**src/rtl/core/acpu_pkg.sv**
```systemverilog
// Shared types, constants and instruction decode for the accumulator CPU execute block.
// No dependencies; every other file of the block imports this package.

package acpu_pkg;

    // Machine word and data memory geometry (memory depth must be a power of two)
    localparam int WORD_W    = 16;
    localparam int MEM_WORDS = 65536;
    localparam int ADDR_W    = $clog2(MEM_WORDS);

    // Reset value of the program length register
    localparam logic [WORD_W-1:0] PROG_LEN_RST = 16'hFFFF;

    // Instruction bit positions
    localparam int BIT_COMPUTE = 15;
    localparam int BIT_SIMACT  = 14;
    localparam int BIT_USEMEM  = 12;
    localparam int BIT_DEST_A  = 10;
    localparam int BIT_DEST_D  = 9;
    localparam int BIT_DEST_M  = 8;
    localparam int BIT_ARITH   = 7;
    localparam int BIT_OP1     = 6;
    localparam int BIT_OP0     = 5;
    localparam int BIT_ZX      = 4;
    localparam int BIT_SW      = 3;
    localparam int BIT_LT      = 2;
    localparam int BIT_EQ      = 1;
    localparam int BIT_GT      = 0;
    localparam int BIT_STOP    = 0;

    // Operation select (bit6:bit5); logic meaning when arith is clear
    typedef enum logic [1:0] {
        LOP_AND = 2'd0,
        LOP_OR  = 2'd1,
        LOP_XOR = 2'd2,
        LOP_NOT = 2'd3
    } t_logic_op;

    // Decoded ALU / branch controls
    typedef struct packed {
        logic      use_mem;
        logic      swap;
        logic      zero_x;
        logic      arith;
        t_logic_op op;
        logic      jmp_gt;
        logic      jmp_eq;
        logic      jmp_lt;
    } t_alu_ctrl;

    // Data memory write request
    typedef struct packed {
        logic              we;
        logic [ADDR_W-1:0] addr;
        logic [WORD_W-1:0] data;
    } t_mem_wr;

    function automatic t_alu_ctrl decode_alu(input logic [WORD_W-1:0] ins);
        t_alu_ctrl c;
        c.use_mem = ins[BIT_USEMEM];
        c.swap    = ins[BIT_SW];
        c.zero_x  = ins[BIT_ZX];
        c.arith   = ins[BIT_ARITH];
        c.op      = t_logic_op'({ins[BIT_OP1], ins[BIT_OP0]});
        c.jmp_gt  = ins[BIT_GT];
        c.jmp_eq  = ins[BIT_EQ];
        c.jmp_lt  = ins[BIT_LT];
        return c;
    endfunction

endpackage

```
**src/rtl/core/acpu_alu.sv**
```systemverilog
// ALU and branch condition evaluation of the accumulator CPU.
// Depends on acpu_pkg for the decoded control struct.

module acpu_alu (
    input  acpu_pkg::t_alu_ctrl         i_ctrl,
    input  logic [acpu_pkg::WORD_W-1:0] i_reg_d,
    input  logic [acpu_pkg::WORD_W-1:0] i_reg_a,
    input  logic [acpu_pkg::WORD_W-1:0] i_mem,
    output logic [acpu_pkg::WORD_W-1:0] o_result,
    output logic                        o_jump
);
    import acpu_pkg::*;

    logic [WORD_W-1:0] x0;
    logic [WORD_W-1:0] y0;
    logic [WORD_W-1:0] x;
    logic [WORD_W-1:0] y;
    logic [WORD_W-1:0] y_ar;
    logic              neg;
    logic              zero;

    // Operand select, swap, zero X
    always_comb begin
        x0   = i_reg_d;
        y0   = i_ctrl.use_mem ? i_mem : i_reg_a;
        x    = i_ctrl.swap ? y0 : x0;
        y    = i_ctrl.swap ? x0 : y0;
        if (i_ctrl.zero_x) begin
            x = '0;
        end
        y_ar = i_ctrl.op[0] ? WORD_W'(1) : y;
    end

    // Arithmetic or logic result
    always_comb begin
        o_result = '0;
        if (i_ctrl.arith) begin
            o_result = i_ctrl.op[1] ? (x - y_ar) : (x + y_ar);
        end else begin
            unique case (i_ctrl.op)
                LOP_AND: o_result = x & y;
                LOP_OR:  o_result = x | y;
                LOP_XOR: o_result = x ^ y;
                LOP_NOT: o_result = ~x;
                default: o_result = '0;
            endcase
        end
    end

    // Signed tests of the result
    assign neg    = o_result[WORD_W-1];
    assign zero   = (o_result == '0);
    assign o_jump = (i_ctrl.jmp_gt && !zero && !neg)
                 || (i_ctrl.jmp_eq && zero)
                 || (i_ctrl.jmp_lt && neg);

endmodule

```
**config.mk**
```make
export PLATFORM = sky130hd
export DESIGN_NAME = acpu_alu
export DESIGN_NICKNAME = d
export VERILOG_FILES = /design/src/rtl/core/acpu_pkg.sv /design/src/rtl/core/acpu_alu.sv
export SDC_FILE = /design/constraint.sdc
export NUM_CORES = 1
export LEC_CHECK = 0
export BUFFER_PORTS_ARGS = -buffer_cell sky130_fd_sc_hd__buf_2
export CORE_MARGIN = 5
export CORE_UTILIZATION = 55
export DETAILED_ROUTE_END_ITERATION = 12
export PLACE_DENSITY_LB_ADDON = 0.25
export SYNTH_ARGS = -nofsm -noshare
export SYNTH_HDL_FRONTEND = slang
export SYNTH_SLANG_ARGS = --single-unit
```
**constraint.sdc**
```tcl
create_clock -name vclk -period 11
set_input_delay 3.3 -clock vclk [all_inputs]
set_output_delay 3.3 -clock vclk [all_outputs]
set_load 0.01 [all_outputs]
```
# Word level (Yosys, flattened, before mapping)
# Index checks and enable logic that the tools add are counted.
[word_totals] ff_bits=0 latchBits=0 ramBits=0 mem_bits_ro=0 inputBits=57 out_inout_bits=17 word_cells=27 n_memories=0
[classes] n_addsub=2 n_mul=0 div=0 n_lt_le_gt_ge=0 n_eq_ne=3 shifts=0 muxes=8 bitwise_logic=4 n_reduce_logical=10
[op_table] cell="16-bit 2-to-1 mux" count=7
[op_table] cell="16-bit one-hot mux with 4 select lines" count=1
[op_table] cell="16-bit adder" count=1
[op_table] cell="16-bit bitwise AND" count=1
[op_table] cell="16-bit logical NOT" count=1
[op_table] cell="16-bit inverter" count=1
[op_table] cell="16-bit OR" count=1
[op_table] cell="16-bit subtractor" count=1
[op_table] cell="16-bit bitwise XOR" count=1
[op_table] cell="2-bit equality test (second input constant)" count=2
[op_table] cell="1-bit logical AND" count=4
[op_table] cell="2-bit by 1-bit equality test with 1-bit output (second input constant)" count=1
[op_table] cell="1-bit logical NOT" count=2
[op_table] cell="2-bit logical NOT" count=1
[op_table] cell="1-bit logical OR" count=2

# Longest topological paths before layout
[depth] word_depth=12 ltp_mapped=22 mapped_depth_nobuf=20

# Worst setup path before layout
# No wires, ideal clock.
[synth_path] path_kind="input to output" from="input port i_ctrl[3] (netlist name)" to="output port o_jump" arrival_ps=7260 required_time_ps=7700 path_slack_ps=440 cell_stages=20 path_buffers=4 cell_sequence="buf_2 buf_1 buf_1 buf_1 nor2_1 ha_1 o21ai_1 nor2_1 o21ai_1 a22oi_1 o32a_1 ha_1 or3_1 o21ai_0 a31oi_1 a221oi_1 nand3b_1 a21o_1 nand3_1 o31a_1"
[synth_between] elab_chain_cells=10 elab_cells_between_ends=19 classes_between="add/sub (2); eq/ne (3); mux (4); reduce/logical (10)"
[synth_lines] item="start, declared" line="acpu_alu.sv:5" source="input acpu_pkg::t_alu_ctrl i_ctrl,"
[synth_lines] item="16-bit 2-to-1 mux" line="acpu_alu.sv:31" source="y_ar = i_ctrl.op[0] ? WORD_W'(1) : y;"
[synth_lines] item="16-bit adder or 16-bit subtractor (tied branches)" line="acpu_alu.sv:38" source="o_result = i_ctrl.op[1] ? (x - y_ar) : (x + y_ar);"
[synth_lines] item="16-bit 2-to-1 mux" line="acpu_alu.sv:38"
[synth_lines] item="16-bit 2-to-1 mux *" line="acpu_alu.sv:37" source="if (i_ctrl.arith) begin"
[synth_lines] item="via o_result, one bit" line="acpu_alu.sv:9" source="output logic [acpu_pkg::WORD_W-1:0] o_result,"
[synth_lines] item="16-bit logical NOT" line="acpu_alu.sv:52" source="assign zero = (o_result == '0);"
[synth_lines] item="1-bit logical NOT" line="acpu_alu.sv:53" source="assign o_jump = (i_ctrl.jmp_gt && !zero && !neg)"
[synth_lines] item="1-bit logical AND (2 in series)" line="acpu_alu.sv:53"
[synth_lines] item="1-bit logical OR" line="acpu_alu.sv:54" source="|| (i_ctrl.jmp_eq && zero)"
[synth_lines] item="1-bit logical OR *" line="acpu_alu.sv:55" source="|| (i_ctrl.jmp_lt && neg);"
[synth_lines] item="end, declared" line="acpu_alu.sv:10" source="output logic o_jump"
# The timed path passes the listed nets; every way through them passes the cells marked *.

# Worst setup path after layout
[layout_path] from="input port i_ctrl[7] (netlist name)" to="output port o_jump"
[layout_between] elab_chain_cells=11 elab_cells_between_ends=22 classes_between="add/sub (2); mux (7); bitwise (4); reduce/logical (9)"
[layout_lines] item="16-bit 2-to-1 mux (on tied branches)" line="acpu_alu.sv:26, acpu_alu.sv:27"
[layout_lines] item="16-bit 2-to-1 mux (on tied branches)" line="acpu_alu.sv:28, acpu_alu.sv:31"
[layout_lines] item="16-bit adder (tied with other cells)" line="acpu_alu.sv:38"
[layout_lines] item="16-bit 2-to-1 mux or 16-bit one-hot mux with 4 select lines (tied branches)" line="acpu_alu.sv:38, acpu_alu.sv:40"
[layout_lines] item="16-bit 2-to-1 mux *" line="acpu_alu.sv:37"
[layout_lines] item="16-bit logical NOT" line="acpu_alu.sv:52"
[layout_lines] item="1-bit logical NOT" line="acpu_alu.sv:53"
[layout_lines] item="1-bit logical AND (2 in series)" line="acpu_alu.sv:53"
[layout_lines] item="1-bit logical OR" line="acpu_alu.sv:54"
[layout_lines] item="1-bit logical OR *" line="acpu_alu.sv:55"
# Every way passes the cells marked *; elsewhere a longest branch is shown, timed or not.

==> results.json <==
{
  "die-area_sq_um": 7430,
  "final.setup.tns_ns": 0,
  "synthesis.instances": 422,
  "cts_post_setup_buffers_inserted": 0,
  "post_cts.resized_instances": 0,
  "finalSetupViolations": 0,
  "remaining_drc_errors": 0,
  "core_region_area_sq_um": 5570,
  "worstMarginPinSlew_ns": 0.657,
  "number_of_clock_tree_buffers_in_the_layout": 0,
  "number_of_fill_cells": 521,
  "core.rowCount": 27,
  "synth_area_per_cell_sq_um": 7.57,
  "critical_path.endpoint_type": "output port",
  "start_util_pct": 57.3,
  "ant_nets": 0,
  "setup.worst_path.class": "in -> out",
  "syn-num-nets": 528,
  "slew_headroom_pct": 56.2,
  "seq_area_sq_um": 0,
  "multi_input_area_sq_um": 2910,
  "drive_above_1_share_pct": 27.3,
  "placed_cell_area_sq_um": 3590,
  "layout.sequential_cells": 0,
  "maximum_number_of_pins_on_one_net_before_global_route_repair": 37,
  "synth_area_leader_cell": "sky130_fd_sc_hd__ha_1",
  "leakage_uw": 0.00189,
  "fin_area_sq_um": 3630,
  "vias": 3322,
  "grtUsageTotal_pct": 22.9,
  "hold_end": "o_jump",
  "die_y_um": 86.2,
  "post_drt_via_cell_ratio": 6.03,
  "power.density_cell_area_nw_per_um2": 62.2,
  "start_kind": "input pin",
  "synth_sequential_area_ratio_pct": 0,
  "finish.net_count": 587,
  "report.final.hold_viol_count": 0,
  "hp-class": "in -> out",
  "critical_path_arrival_ns": 7.43,
  "total_power_uw": 226,
  "finalWorstPathRequiredPeriod_ns": 10.73,
  "setup_slack_ns": 0.271,
  "netlist_top_cells_area": "sky130_fd_sc_hd__ha_1 (19%), sky130_fd_sc_hd__mux2i_1 (11%), sky130_fd_sc_hd__inv_1 (5.6%)",
  "outcome": "finished, final reports clean",
  "drtIter0Drc": 412,
  "yosys.cell_types.count": 63,
  "instance_count_along_the_most_critical_hold_path": 4,
  "grt_first_pass_wirelength_um": 14400,
  "max-cap-violations": 0,
  "port_buffers": 74,
  "postCtsHoldBufs": 0,
  "worst_path_required_ns": 7.70,
  "post_layout_utilization_of_the_core_pct": 65.1,
  "timing.final.max_slew_violations": 0,
  "post_synth_instance_area_sq_um": 3190,
  "first_pass_iters": 5,
  "globalRoute.totalOverflow": 0,
  "critical_path_peak_fanout": 16,
  "fmax_mhz": 93.2,
  "die-width_um": 86.2,
  "hold_start": "i_ctrl[0]",
  "ys_warn_count": 0,
  "routed_wl_um": 8910,
  "grt_setup_unrepaired": "false",
  "vdd.ir_drop.worst_mv": 0.0381,
  "period_share_pct": 97.5,
  "syn_to_final_growth_pct": 13.6,
  "grt_pass1_vias": 3107,
  "io_pins": 74,
  "routabilityCongestion": 0.962,
  "pre_cts_ws_ns": 0.105,
  "routed_wire_length_per_instance_um": 16.2,
  "netlist.area_leader.share_pct": 18.8,
  "initial_antenna_violation_count": 0,
  "hpwl_um": 7170,
  "num_antenna_cells": 0
}
## worst max-delay path, stage by stage
cell	delay [ns]
sky130_fd_sc_hd__buf_2	0.36
sky130_fd_sc_hd__mux2_2	0.44
sky130_fd_sc_hd__inv_1	0.13
sky130_fd_sc_hd__nand2_1	0.09
sky130_fd_sc_hd__ha_2	0.22
sky130_fd_sc_hd__a21oi_1	0.13
sky130_fd_sc_hd__a31oi_1	0.05
sky130_fd_sc_hd__o32a_1	0.21
sky130_fd_sc_hd__ha_1	0.35
sky130_fd_sc_hd__a211o_1	0.37
sky130_fd_sc_hd__o31ai_2	0.31
sky130_fd_sc_hd__a21oi_1	0.12
sky130_fd_sc_hd__or3_1	0.32
sky130_fd_sc_hd__a31o_2	0.26
sky130_fd_sc_hd__a211oi_1	0.25
sky130_fd_sc_hd__a31oi_1	0.13
sky130_fd_sc_hd__o31a_1	0.24
sky130_fd_sc_hd__buf_2	0.13
## power breakdown
part,switching [uW],leakage (uW),internal [uW],total (uW)
clock network,0,0,0,0
logic,127,0.00189,98.5,226
registers,0,0,0,0
## layout make-up
| type | instances | area share, % |
|---|---|---|
| Multi-Input combinational cell | 348 | 80.2 |
| Inverter | 49 | 5.07 |
| Timing Repair Buffer | 82 | 12.3 |
| Tap cell | 72 | 2.48 |
## Yosys cell counts, types with 3 or more instances
cell	count
sky130_fd_sc_hd__ha_1	48
sky130_fd_sc_hd__inv_1	48
sky130_fd_sc_hd__mux2i_1	35
sky130_fd_sc_hd__nor2_1	35
sky130_fd_sc_hd__a21oi_1	23
sky130_fd_sc_hd__nand2_1	17
sky130_fd_sc_hd__o21ai_0	16
sky130_fd_sc_hd__a211oi_1	12
sky130_fd_sc_hd__mux2_2	12
sky130_fd_sc_hd__a21o_1	11
sky130_fd_sc_hd__clkbuf_1	11
sky130_fd_sc_hd__a31oi_1	9
sky130_fd_sc_hd__or2_2	9
sky130_fd_sc_hd__nor3_1	8
sky130_fd_sc_hd__xor2_1	8
sky130_fd_sc_hd__a221oi_1	7
sky130_fd_sc_hd__buf_2	6
sky130_fd_sc_hd__mux2_4	6
sky130_fd_sc_hd__mux2i_4	6
sky130_fd_sc_hd__nand3_1	6
sky130_fd_sc_hd__a211o_1	5
sky130_fd_sc_hd__a22o_1	5
sky130_fd_sc_hd__and3_1	5
sky130_fd_sc_hd__xnor2_1	5
sky130_fd_sc_hd__nor2b_1	4
sky130_fd_sc_hd__o21a_1	4
sky130_fd_sc_hd__buf_1	3
sky130_fd_sc_hd__buf_6	3
sky130_fd_sc_hd__mux2i_2	3
sky130_fd_sc_hd__nand2b_1	3
sky130_fd_sc_hd__o211ai_1	3
sky130_fd_sc_hd__o31ai_1	3
sky130_fd_sc_hd__or3_1	3
## per-layer routing
metal / global-route usage, % / wire, um
met4: 1.42 / 25
met5: 0 / 0
met3: 1.33 / 767
met2: 38.3 / 3880
met1: 33.7 / 4240
## cell usage in the layout (no fill, tap or decap), types with 5 or more instances in the layout
cell                        n
sky130_fd_sc_hd__a211o_1    5
sky130_fd_sc_hd__a211oi_1  11
sky130_fd_sc_hd__a21o_1    11
sky130_fd_sc_hd__a21oi_1   23
sky130_fd_sc_hd__a221oi_1   6
sky130_fd_sc_hd__a22o_1     5
sky130_fd_sc_hd__a31oi_1    9
sky130_fd_sc_hd__and3_1     5
sky130_fd_sc_hd__buf_2     73
sky130_fd_sc_hd__buf_4      7
sky130_fd_sc_hd__ha_1      47
sky130_fd_sc_hd__inv_1     48
sky130_fd_sc_hd__mux2_2    11
sky130_fd_sc_hd__mux2_4     7
sky130_fd_sc_hd__mux2i_1   34
sky130_fd_sc_hd__mux2i_4    6
sky130_fd_sc_hd__nand2_1   17
sky130_fd_sc_hd__nand3_1    6
sky130_fd_sc_hd__nor2_1    34
sky130_fd_sc_hd__nor3_1     8
sky130_fd_sc_hd__o21ai_0   16
sky130_fd_sc_hd__or2_2      9
sky130_fd_sc_hd__xnor2_1    5
sky130_fd_sc_hd__xor2_1     8
## metrics by stage
stage,std cells,hold slack (ns)
final,551,6.98
after global routing,551,7.02
after CTS,551,6.99
after detailed placement,551,6.99
after global placement,551,6.98
after floorplan,422,6.84
## cells by family after synthesis
group,share of synthesized area (%)
AO/OA/AOI/OAI,26.2
AND/OR/NAND/NOR,16.3
buffers and inverters,9.87
multiplexers,24.6
adder cells (fa/ha/maj),19.4
XOR/XNOR,3.57
## worst max path at each step
| stage | end | from | slack [ns] | depth (start not counted) |
|---|---|---|---|---|
| CTS | o_jump | i_ctrl[8] | 0.11 | 18 |
| detailed placement | o_jump | i_ctrl[8] | 0.11 | 18 |
| global placement | o_jump | i_ctrl[8] | 0.21 | 18 |
| global route | o_jump | i_ctrl[8] | 0.01 | 20 |
| floorplan | o_jump | i_ctrl[3] | 0.44 | 20 |
| finish | o_jump | i_ctrl[7] | 0.27 | 18 |
Power figures use the tool's default switching activity.
